$ cat src/sv/esm_pkg.sv
// Shared types, widths and constants for the encoder speed and stall monitor.
`default_nettype none

package esm_pkg;

    // Encoder counter width used for the wrapped difference.
    localparam int COUNT_WIDTH = 16;

    localparam int CFG_W   = 16;
    localparam int CPR_W   = 13;
    localparam int WIN_W   = 16;
    localparam int MIN_W   = 16;
    localparam int DT_W    = 16;
    localparam int TIME_W  = 32;
    localparam int ACC_W   = 16;
    localparam int SPEED_W = 16;
    localparam int SCALE_W = 16;

    // Divider operand widths: numerator is mag*60000, denominator cpr*dt.
    localparam int NUM_W     = COUNT_WIDTH + SCALE_W;
    localparam int DEN_W     = CPR_W + DT_W;
    localparam int MUL_A_W   = (COUNT_WIDTH > CPR_W) ? COUNT_WIDTH : CPR_W;
    localparam int MUL_P_W   = MUL_A_W + SCALE_W;
    localparam int DIV_CNT_W = $clog2(NUM_W + 1);

    localparam logic [SCALE_W-1:0] RPM_SCALE = 16'd60000;
    localparam logic [DT_W-1:0]    DT_MAX    = 16'hFFFF;

    localparam logic [CPR_W-1:0] CPR_RESET = 13'd44;
    localparam logic [WIN_W-1:0] WIN_RESET = 16'd500;
    localparam logic [MIN_W-1:0] MIN_RESET = 16'd3;

    localparam logic [NUM_W-1:0] SAT_POS = NUM_W'(32767);
    localparam logic [NUM_W-1:0] SAT_NEG = NUM_W'(32768);

    typedef logic [1:0] cfg_idx_t;
    localparam cfg_idx_t REG_CPR    = 2'd0;
    localparam cfg_idx_t REG_WINDOW = 2'd1;
    localparam cfg_idx_t REG_MIN    = 2'd2;

    typedef enum logic [2:0] {
        ST_IDLE,
        ST_MUL_NUM,
        ST_MUL_DEN,
        ST_DIV,
        ST_DONE
    } esm_state_t;

    typedef struct packed {
        logic start;
    } esm_div_ctrl_t;

    typedef struct packed {
        logic done;
        logic busy;
    } esm_div_stat_t;

    typedef struct packed {
        logic fault;
        logic online;
        logic closed;
    } esm_win_stat_t;

endpackage

`default_nettype wire

$ cat src/sv/encoder_speed_and_stall_monitor.sv
// Top level of the encoder speed and stall monitor: sequencer, shared multiplier, output register.
//
// Usage:
//   Input channel (in_valid / in_stall) carries one item per control tick:
//   encoder_count, now_ms, link_ok, commanded_speed. An item is taken at a
//   clock edge with in_valid high and in_stall low.
//   Output channel (out_valid / out_stall) returns one item per input item:
//   speed_rpm, effective_target, stall_fault, drive_online, window_closed.
//   Configuration is a plain write port (cfg_write, cfg_index, cfg_data);
//   write only while no item is in flight.
//   Steps: accept, the shared multiplier (numerator, then denominator), the
//   bit-serial divider, then saturation into the output register.
//   The next item is taken only from idle, after the current one has been
//   loaded into the output register.
//   in_stall is high whenever the sequencer is not idle.
//   A result waits in the output register while out_stall is high; the next
//   item can be taken meanwhile and holds in its final state until the
//   output register frees up.
//   Reset clears the previous count and time, the window start, the
//   accumulator and all three flags, and loads the register defaults
//   (44 counts per rev, 500 ms window, 3 counts minimum).
`default_nettype none

module encoder_speed_and_stall_monitor (
    input  wire logic                     clk,
    input  wire logic                     rst_n,
    input  wire logic                     in_valid,
    output logic                          in_stall,
    input  wire logic [15:0]              encoder_count,
    input  wire logic [31:0]              now_ms,
    input  wire logic                     link_ok,
    input  wire logic signed [15:0]       commanded_speed,
    output logic                          out_valid,
    input  wire logic                     out_stall,
    output logic signed [15:0]            speed_rpm,
    output logic signed [15:0]            effective_target,
    output logic                          stall_fault,
    output logic                          drive_online,
    output logic                          window_closed,
    input  wire logic                     cfg_write,
    input  wire esm_pkg::cfg_idx_t        cfg_index,
    input  wire logic [esm_pkg::CFG_W-1:0] cfg_data
);
    import esm_pkg::*;

    // Configuration registers
    logic [CPR_W-1:0] cpr_reg;
    logic [WIN_W-1:0] win_reg;
    logic [MIN_W-1:0] min_reg;

    // Sequencer
    esm_state_t state_reg, state_next;
    logic       in_accept;
    logic       out_accept;
    logic       out_free;
    logic       num_load;
    logic       out_load;
    logic       mul_den_sel;
    esm_div_ctrl_t div_ctrl;
    esm_div_stat_t div_stat;
    esm_win_stat_t win_stat;

    // Per-item working registers
    logic [COUNT_WIDTH-1:0] prev_count_reg;
    logic [TIME_W-1:0]      prev_time_reg;
    logic [COUNT_WIDTH-1:0] mag_reg;
    logic                   neg_reg;
    logic [DT_W-1:0]        dt_reg;
    logic [SPEED_W-1:0]     target_reg;
    logic [NUM_W-1:0]       num_reg;

    // Output register
    logic                 out_valid_reg, out_valid_next;
    logic [SPEED_W-1:0]   speed_reg;
    logic [SPEED_W-1:0]   otarget_reg;
    logic                 ofault_reg;
    logic                 oonline_reg;
    logic                 oclosed_reg;

    // Item front end: wrapped difference, magnitude and clamped elapsed time
    logic [COUNT_WIDTH-1:0] cnt;
    logic [COUNT_WIDTH-1:0] diff;
    logic                   diff_neg;
    logic [COUNT_WIDTH-1:0] diff_mag;
    logic [TIME_W-1:0]      dt_full;
    logic [DT_W-1:0]        dt_clamped;
    logic [SPEED_W-1:0]     target_bits;
    logic [CPR_W-1:0]       cpr_eff;

    // Shared multiplier and saturation
    logic [MUL_A_W-1:0] mul_a;
    logic [SCALE_W-1:0] mul_b;
    logic [MUL_P_W-1:0] product;
    logic [NUM_W-1:0]   quotient;
    logic [SPEED_W-1:0] rpm_bits;

    assign in_accept  = in_valid && !in_stall;
    assign out_accept = out_valid_reg && !out_stall;
    assign out_free   = !out_valid_reg || !out_stall;

    assign cnt         = COUNT_WIDTH'(encoder_count);
    assign diff        = cnt - prev_count_reg;
    assign diff_neg    = diff[COUNT_WIDTH-1];
    assign diff_mag    = diff_neg ? (~diff + 1'b1) : diff;
    assign dt_full     = now_ms - prev_time_reg;
    // Zero elapsed time counts as one, anything past 16 bits clamps.
    assign dt_clamped  = (dt_full == '0) ? DT_W'(1) :
                         ((|dt_full[TIME_W-1:DT_W]) ? DT_MAX : dt_full[DT_W-1:0]);
    assign target_bits = link_ok ? commanded_speed : '0;
    assign cpr_eff     = (cpr_reg == '0) ? CPR_W'(1) : cpr_reg;

    // Configuration writes
    always_ff @(posedge clk or negedge rst_n)
    begin
        if (!rst_n)
        begin
            cpr_reg <= CPR_RESET;
            win_reg <= WIN_RESET;
            min_reg <= MIN_RESET;
        end
        else if (cfg_write)
        begin
            case (cfg_index)
                REG_CPR:    cpr_reg <= cfg_data[CPR_W-1:0];
                REG_WINDOW: win_reg <= cfg_data[WIN_W-1:0];
                REG_MIN:    min_reg <= cfg_data[MIN_W-1:0];
                default:    ;
            endcase
        end
    end

    // Sequencer: idle, numerator product, denominator product, divide, deliver
    always_comb
    begin
        state_next     = state_reg;
        num_load       = 1'b0;
        mul_den_sel    = 1'b0;
        div_ctrl.start = 1'b0;
        out_load       = 1'b0;
        case (state_reg)
            ST_IDLE:
            begin
                if (in_valid)
                begin
                    state_next = ST_MUL_NUM;
                end
            end
            ST_MUL_NUM:
            begin
                num_load   = 1'b1;
                state_next = ST_MUL_DEN;
            end
            ST_MUL_DEN:
            begin
                mul_den_sel    = 1'b1;
                div_ctrl.start = 1'b1;
                state_next     = ST_DIV;
            end
            ST_DIV:
            begin
                if (div_stat.done)
                begin
                    state_next = ST_DONE;
                end
            end
            ST_DONE:
            begin
                // Hold the result until the output register can take it.
                if (out_free)
                begin
                    out_load   = 1'b1;
                    state_next = ST_IDLE;
                end
            end
            default:
            begin
                state_next = ST_IDLE;
            end
        endcase
    end

    always_ff @(posedge clk or negedge rst_n)
    begin
        if (!rst_n)
        begin
            state_reg <= ST_IDLE;
        end
        else
        begin
            state_reg <= state_next;
        end
    end

    assign in_stall = (state_reg != ST_IDLE);

    // Previous count and time advance on every accepted item.
    always_ff @(posedge clk or negedge rst_n)
    begin
        if (!rst_n)
        begin
            prev_count_reg <= '0;
            prev_time_reg  <= '0;
        end
        else if (in_accept)
        begin
            prev_count_reg <= cnt;
            prev_time_reg  <= now_ms;
        end
    end

    always_ff @(posedge clk)
    begin
        if (in_accept)
        begin
            mag_reg    <= diff_mag;
            neg_reg    <= diff_neg;
            dt_reg     <= dt_clamped;
            target_reg <= target_bits;
        end
        if (num_load)
        begin
            num_reg <= NUM_W'(product);
        end
    end

    // One multiplier serves both products: mag*60000, then cpr*dt.
    assign mul_a   = mul_den_sel ? MUL_A_W'(cpr_eff) : MUL_A_W'(mag_reg);
    assign mul_b   = mul_den_sel ? dt_reg : RPM_SCALE;
    assign product = MUL_P_W'(mul_a) * MUL_P_W'(mul_b);

    esm_div u_div (
        .clk         (clk),
        .rst_n       (rst_n),
        .ctrl        (div_ctrl),
        .numerator   (num_reg),
        .denominator (DEN_W'(product)),
        .stat        (div_stat),
        .quotient    (quotient)
    );

    esm_window u_window (
        .clk              (clk),
        .rst_n            (rst_n),
        .update           (in_accept),
        .now_ms           (now_ms),
        .motion           (ACC_W'(diff_mag)),
        .target_nz        (target_bits != '0),
        .window_ms        (win_reg),
        .stall_min_counts (min_reg),
        .stat             (win_stat)
    );

    // Saturate the quotient to signed 16 bits and apply the sign.
    always_comb
    begin
        if (neg_reg)
        begin
            rpm_bits = (quotient > SAT_NEG) ? 16'h8000 : (~quotient[SPEED_W-1:0] + 1'b1);
        end
        else
        begin
            rpm_bits = (quotient > SAT_POS) ? 16'h7FFF : quotient[SPEED_W-1:0];
        end
    end

    // Output register
    always_comb
    begin
        out_valid_next = out_valid_reg;
        if (out_accept)
        begin
            out_valid_next = 1'b0;
        end
        if (out_load)
        begin
            out_valid_next = 1'b1;
        end
    end

    always_ff @(posedge clk or negedge rst_n)
    begin
        if (!rst_n)
        begin
            out_valid_reg <= 1'b0;
        end
        else
        begin
            out_valid_reg <= out_valid_next;
        end
    end

    always_ff @(posedge clk)
    begin
        if (out_load)
        begin
            speed_reg   <= rpm_bits;
            otarget_reg <= target_reg;
            ofault_reg  <= win_stat.fault;
            oonline_reg <= win_stat.online;
            oclosed_reg <= win_stat.closed;
        end
    end

    assign out_valid        = out_valid_reg;
    assign speed_rpm        = speed_reg;
    assign effective_target = otarget_reg;
    assign stall_fault      = ofault_reg;
    assign drive_online     = oonline_reg;
    assign window_closed    = oclosed_reg;

    // An accepted item always starts the multiply step.
    a_accept_starts: assert property (@(posedge clk) disable iff (!rst_n)
        in_accept |=> state_reg == ST_MUL_NUM)
        else $error("accepted item did not start the multiply step");

    // The divider only finishes while the sequencer waits on it.
    a_div_done_in_div: assert property (@(posedge clk) disable iff (!rst_n)
        div_stat.done |-> state_reg == ST_DIV)
        else $error("divider finished outside the divide step");

    // A new result shows up only out of the deliver step.
    a_out_from_done: assert property (@(posedge clk) disable iff (!rst_n)
        $rose(out_valid_reg) |-> $past(state_reg == ST_DONE))
        else $error("output became valid without a finished item");

endmodule

`default_nettype wire

$ cat src/sv/esm_div.sv
// Iterative restoring divider, one quotient bit per cycle.
`default_nettype none

module esm_div (
    input  wire logic                       clk,
    input  wire logic                       rst_n,
    input  wire esm_pkg::esm_div_ctrl_t     ctrl,
    input  wire logic [esm_pkg::NUM_W-1:0]  numerator,
    input  wire logic [esm_pkg::DEN_W-1:0]  denominator,
    output esm_pkg::esm_div_stat_t          stat,
    output logic [esm_pkg::NUM_W-1:0]       quotient
);
    import esm_pkg::*;

    logic                 busy_reg, busy_next;
    logic                 done_reg, done_next;
    logic [DIV_CNT_W-1:0] cnt_reg, cnt_next;
    logic [DEN_W-1:0]     rem_reg, rem_next;
    logic [DEN_W-1:0]     den_reg, den_next;
    logic [NUM_W-1:0]     quo_reg, quo_next;
    logic [DEN_W:0]       trial;
    logic [DEN_W:0]       diff;
    logic                 fits;

    // Shift in the next numerator bit and try the subtraction.
    assign trial = {rem_reg, quo_reg[NUM_W-1]};
    assign diff  = trial - {1'b0, den_reg};
    assign fits  = trial >= {1'b0, den_reg};

    always_comb
    begin
        busy_next = busy_reg;
        done_next = 1'b0;
        cnt_next  = cnt_reg;
        rem_next  = rem_reg;
        den_next  = den_reg;
        quo_next  = quo_reg;
        if (ctrl.start)
        begin
            busy_next = 1'b1;
            cnt_next  = DIV_CNT_W'(NUM_W);
            rem_next  = '0;
            den_next  = denominator;
            quo_next  = numerator;
        end
        else if (busy_reg)
        begin
            rem_next = fits ? diff[DEN_W-1:0] : trial[DEN_W-1:0];
            quo_next = {quo_reg[NUM_W-2:0], fits};
            cnt_next = cnt_reg - 1'b1;
            if (cnt_reg == DIV_CNT_W'(1))
            begin
                busy_next = 1'b0;
                done_next = 1'b1;
            end
        end
    end

    always_ff @(posedge clk or negedge rst_n)
    begin
        if (!rst_n)
        begin
            busy_reg <= 1'b0;
            done_reg <= 1'b0;
            cnt_reg  <= '0;
        end
        else
        begin
            busy_reg <= busy_next;
            done_reg <= done_next;
            cnt_reg  <= cnt_next;
        end
    end

    always_ff @(posedge clk)
    begin
        rem_reg <= rem_next;
        den_reg <= den_next;
        quo_reg <= quo_next;
    end

    assign stat.done = done_reg;
    assign stat.busy = busy_reg;
    assign quotient  = quo_reg;

endmodule

`default_nettype wire

$ cat src/sv/esm_window.sv
// Stall window tracking: motion accumulator, window timer, fault, online and closed flags.
`default_nettype none

module esm_window (
    input  wire logic                        clk,
    input  wire logic                        rst_n,
    input  wire logic                        update,
    input  wire logic [esm_pkg::TIME_W-1:0]  now_ms,
    input  wire logic [esm_pkg::ACC_W-1:0]   motion,
    input  wire logic                        target_nz,
    input  wire logic [esm_pkg::WIN_W-1:0]   window_ms,
    input  wire logic [esm_pkg::MIN_W-1:0]   stall_min_counts,
    output esm_pkg::esm_win_stat_t           stat
);
    import esm_pkg::*;

    logic [TIME_W-1:0] start_reg, start_next;
    logic [ACC_W-1:0]  acc_reg, acc_next;
    logic              fault_reg, fault_next;
    logic              online_reg, online_next;
    logic              closed_reg, closed_next;
    logic [TIME_W-1:0] elapsed;
    logic [ACC_W-1:0]  acc_sum;
    logic              window_over;
    logic              enough;

    assign elapsed     = now_ms - start_reg;
    assign window_over = elapsed >= TIME_W'(window_ms);
    assign acc_sum     = acc_reg + motion;
    assign enough      = acc_sum >= stall_min_counts;

    always_comb
    begin
        start_next  = start_reg;
        acc_next    = acc_reg;
        fault_next  = fault_reg;
        online_next = online_reg;
        closed_next = closed_reg;
        if (update)
        begin
            acc_next    = acc_sum;
            closed_next = window_over;
            if (window_over)
            begin
                // Set the fault on a stalled command, drop it when the target is zero.
                if (target_nz && !enough)
                begin
                    fault_next = 1'b1;
                end
                else if (!target_nz)
                begin
                    fault_next = 1'b0;
                end
                online_next = target_nz && enough;
                acc_next    = '0;
                start_next  = now_ms;
            end
        end
    end

    always_ff @(posedge clk or negedge rst_n)
    begin
        if (!rst_n)
        begin
            start_reg  <= '0;
            acc_reg    <= '0;
            fault_reg  <= 1'b0;
            online_reg <= 1'b0;
            closed_reg <= 1'b0;
        end
        else
        begin
            start_reg  <= start_next;
            acc_reg    <= acc_next;
            fault_reg  <= fault_next;
            online_reg <= online_next;
            closed_reg <= closed_next;
        end
    end

    assign stat.fault  = fault_reg;
    assign stat.online = online_reg;
    assign stat.closed = closed_reg;

endmodule

`default_nettype wire

$ cat config.mk
export PLATFORM = sky130hd
export DESIGN_NAME = encoder_speed_and_stall_monitor
export DESIGN_NICKNAME = d
export VERILOG_FILES = /design/src/sv/esm_pkg.sv /design/src/sv/encoder_speed_and_stall_monitor.sv /design/src/sv/esm_div.sv /design/src/sv/esm_window.sv
export SDC_FILE = /design/constraint.sdc
export NUM_CORES = 1
export LEC_CHECK = 0
export BUFFER_PORTS_ARGS = -buffer_cell sky130_fd_sc_hd__buf_2
export CORE_ASPECT_RATIO = 0.6
export CORE_MARGIN = 2
export CORE_UTILIZATION = 40
export DETAILED_ROUTE_END_ITERATION = 8
export GPL_TIMING_DRIVEN = 0
export PLACE_DENSITY = 0.58
export SLEW_MARGIN = 30
export SYNTH_ARGS = -nofsm -noshare
export SYNTH_HDL_FRONTEND = slang
export SYNTH_SLANG_ARGS = --single-unit
$ cat constraint.sdc
create_clock -name clk -period 8.8 [get_ports clk]
set_input_delay 0.44 -clock clk [delete_from_list [all_inputs] [get_ports clk]]
set_output_delay 0.44 -clock clk [all_outputs]
set_load 0.03 [all_outputs]
==> key figures <==
Status
  – Status: completed

Cells and area
  – Layout cells sized above 1: 9.516%
  – N_diodes: 0
  – Layout Nets: about 4000
  – Filler instances: about 7300
  – Synth-to-Final Area Change: 11.39%
  – Post-Layout Cell Count: 4510

Synthesis
  – Most frequent cells after synthesis: 473 x nand2_1, 436 x inv_1, 261 x ha_1
  – Yosys Warn Count: 0
  – EDFF count, synth: 177
  – Sequential fraction of the synthesis area: 32.16%
  – Simple-Gate Fraction of Synth Area: between 15 and 20%
  – Synth Instances: ~3300
  – Mux contribution to synthesized area: 4.089%
  – Count leader, synth: nand2_1
  – Average cell area after synthesis: 9.305 µm²
  – Asr flop ratio synth: 43.09%
  – Area contributors post-synth: edfxtp_1 17%, fa_1 13%, dfrtp_1 12%
  – Seq cells post-synth: roughly 360
  – Cell taking the most area after synthesis: edfxtp_1
  – Mapped cell area: 0.03051 mm²
  – Synth Flop Type: edfxtp_1
  – Xor/xnor share of the synthesized area: 3.498%
  – Synth Area in Compound Gates: 13.11%
  – Yosys cell types: 91
  – Share of the synthesized area in the top cell type: 17.42%
  – Post-Synth Adder-Cell Area: 23.76%
  – Largest family of logic cells by synthesized area: adder cells

Floorplanning
  – Row Count: approximately 80
  – Io pins: ~130
  – Initial Utilization: 40.39%
  – Die W: ~360 µm
  – Die Height: 217.9 µm
  – Core area: 0.07554 mm²
  – Die area: 0.07857 mm²

STA
  – Setup Skew: 0.01827 ns
  – Final Cycle Share: 97.60%
  – Slew Limit Headroom: approximately 32%
  – Final Hold Vio Count: 0
  – Final setup fails: 0
  – Achievable Freq: 116.4 MHz
  – Tmin final: 8.589 ns
  – Worst-Margin Slew: between 1 and 1.5 ns
  – Max-slew violations: 0

Routing
  – Antenna viol nets, final: 0
  – Vias: 24380
  – WL per Instance: 19.59 µm
  – DRC: 0
  – Vias per inst: 5.405
  – Total Wirelength: 88330 µm
  – Drt pass-1 iters: 5
  – Drt initial violations: 2544

Global route
  – Largest net degree at the start of global routing: 77
  – Global-route wire length before repair: 137700 µm
  – Initial antenna violation count: 5
  – Overall Global Routing Usage: a little under a quarter
  – GR Overflow Total: 0
  – Vias in the first global route: 22790

Place
  – RD Place Congestion: 0.9933
  – DP HPWL: 70940 µm
  – Placed insts: between 4000 and 5000
  – IO buf count: 124

Critical path
  – CP Data Arrival Time: 8.90 ns
  – Worst setup EP type: flip-flop
  – Worst setup path class: flip-flop to flip-flop
  – Reg2reg setup slack: 0.21 ns
  – Required @ worst endpoint: 9.11 ns
  – CP Launch Type: flip-flop
  – Maximum net fanout on the critical path: 10

CTS
  – Clk_lat worst skew: 0.59 ns
  – Clock slew at reported path FFs: approximately 0.060 ns
  – Setup repair bufs after CTS: 0
  – CTS Sinks: 362
  – CTS tree: built
  – TritonCTS Buffers: 39
  – # H-tree levels: 2
  – Max Root-Sink Buffers: 3
  – Clock Tree Root: clkbuf_16

Min path
  – Hold/Removal Path Class: input pin to flip-flop

Run
  – Max-Cap Viols: 0
## what timing repair did
| item | in CTS | in global routing |
|---|---|---|
| gates resized for setup | 4 | 14 |
| pin swaps | 0 | 0 |
| endpoints found under the hold margin | 23 | 0 |
| endpoints found under the setup margin | 13 | 19 |
| hold buffers | 1 | 0 |
## stage by stage
| stage | setup WS, ns | instance area, µm² | setup TNS (ns) | hold slack [ns] | utilization (%) |
|---|---|---|---|---|---|
| global route | -0.001098 | 33990 | -0.001098 | 0.07626 | 44.99 |
| global placement | -1.217 | 32480 | -22.43 | 0.4011 | 42.99 |
| finish | 0.2111 | 33990 | 0 | 0.07249 | 44.99 |
| floorplan | 1.168 | 30600 | 0 | 0.1444 | - |
| CTS | 0.01442 | 33960 | 0 | 0.04913 | 44.96 |
| detailed placement | -0.3703 | 32670 | -1.626 | 0.3017 | 43.25 |
## final timing paths
path / startpoint / end / cells past startpoint
worst max-delay path: state_reg[2] / num_reg[31] / 26
worst min-delay path: encoder_count[15] / prev_count_reg[15] / 3
max in group asynchronous: rst_n / u_div.done_reg / 4
worst min register to register: target_reg[4] / effective_target[4] / 0
worst max register to register: state_reg[2] / num_reg[31] / 26
min in group asynchronous: rst_n / prev_count_reg[10] / 2
## final cells by class
| cell class | instances | area, µm² | share of cell area, % |
|---|---|---|---|
| Inverter | 437 | 1640 | 4.827 |
| Sequential cell | 362 | 9813 | 28.87 |
| Buffer | 121 | 523.0 | 1.539 |
| Multi-Input combinational cell | 2383 | 18680 | 54.97 |
| Timing Repair Buffer | 135 | 795.8 | 2.342 |
| Tap cell | 1000 | 1251 | 3.682 |
| Clock inverter | 18 | 166.4 | 0.4897 |
| Clock buffer | 54 | 1114 | 3.277 |
## per-layer routing
layer	track usage, %	up-vias	share of wire [%]
met1	38.27	11770	54
met5	0	-	0.045
met3	7.007	65	11
met4	3.222	2	1.1
met2	26.97	942	34
li1	-	11600	-
## worst max-delay path: stages, from the launching register on
cell and delay [ns]:
dfrtp_1 0.44, nand2b_1 0.15, or2_2 0.31, clkbuf_1 0.60, clkbuf_2 0.45, clkbuf_2 0.42
nand2_1 0.33, nand2_1 0.19, fa_1 0.44, inv_1 0.09, fa_1 0.42, fa_1 0.51
inv_1 0.05, fa_1 0.49, fa_1 0.56, inv_1 0.06, fa_1 0.52, inv_1 0.04
ha_1 0.35, or2_2 0.31, a21oi_1 0.24, a211oi_2 0.13, a41oi_2 0.51, o211a_1 0.28
o21bai_1 0.08, a21oi_1 0.17, xnor2_1 0.13
## cells in the final DEF, fill, tap and decap left out, types with 19 or more instances in the layout
| master | count |
|---|---|
| inv_1 | 435 |
| nor2_1 | 137 |
| a21oi_1 | 166 |
| nor3_1 | 45 |
| nand4_1 | 38 |
| mux2i_1 | 23 |
| xor2_1 | 39 |
| clkbuf_1 | 114 |
| a211oi_1 | 19 |
| fa_1 | 199 |
| dfxtp_1 | 29 |
| nand2b_1 | 22 |
| nand2_1 | 473 |
| dfrtp_1 | 145 |
| ha_1 | 261 |
| xnor2_1 | 81 |
| mux2_4 | 28 |
| nand3_1 | 45 |
| o21a_1 | 29 |
| clkbuf_16 | 42 |
| or3_1 | 25 |
| and2_1 | 66 |
| a21o_1 | 52 |
| and3_1 | 64 |
| conb_1 | 27 |
| nor4_1 | 21 |
| o21ai_0 | 197 |
| buf_2 | 125 |
| mux2_2 | 53 |
| edfxtp_1 | 177 |
| nor2b_1 | 22 |
## logic make-up after synthesis
group                      Yosys count
buffers and inverters              559
and+or+nand+nor                   1033
DFF                                362
xor gates and xnor gates           121
other                                2
AOI/OAI and AO/OA                  638
adders and majority gates          460
muxes                              104
Power is not shown: default switching activity piles up to over one toggle a cycle in this logic, so the estimate is an artifact.
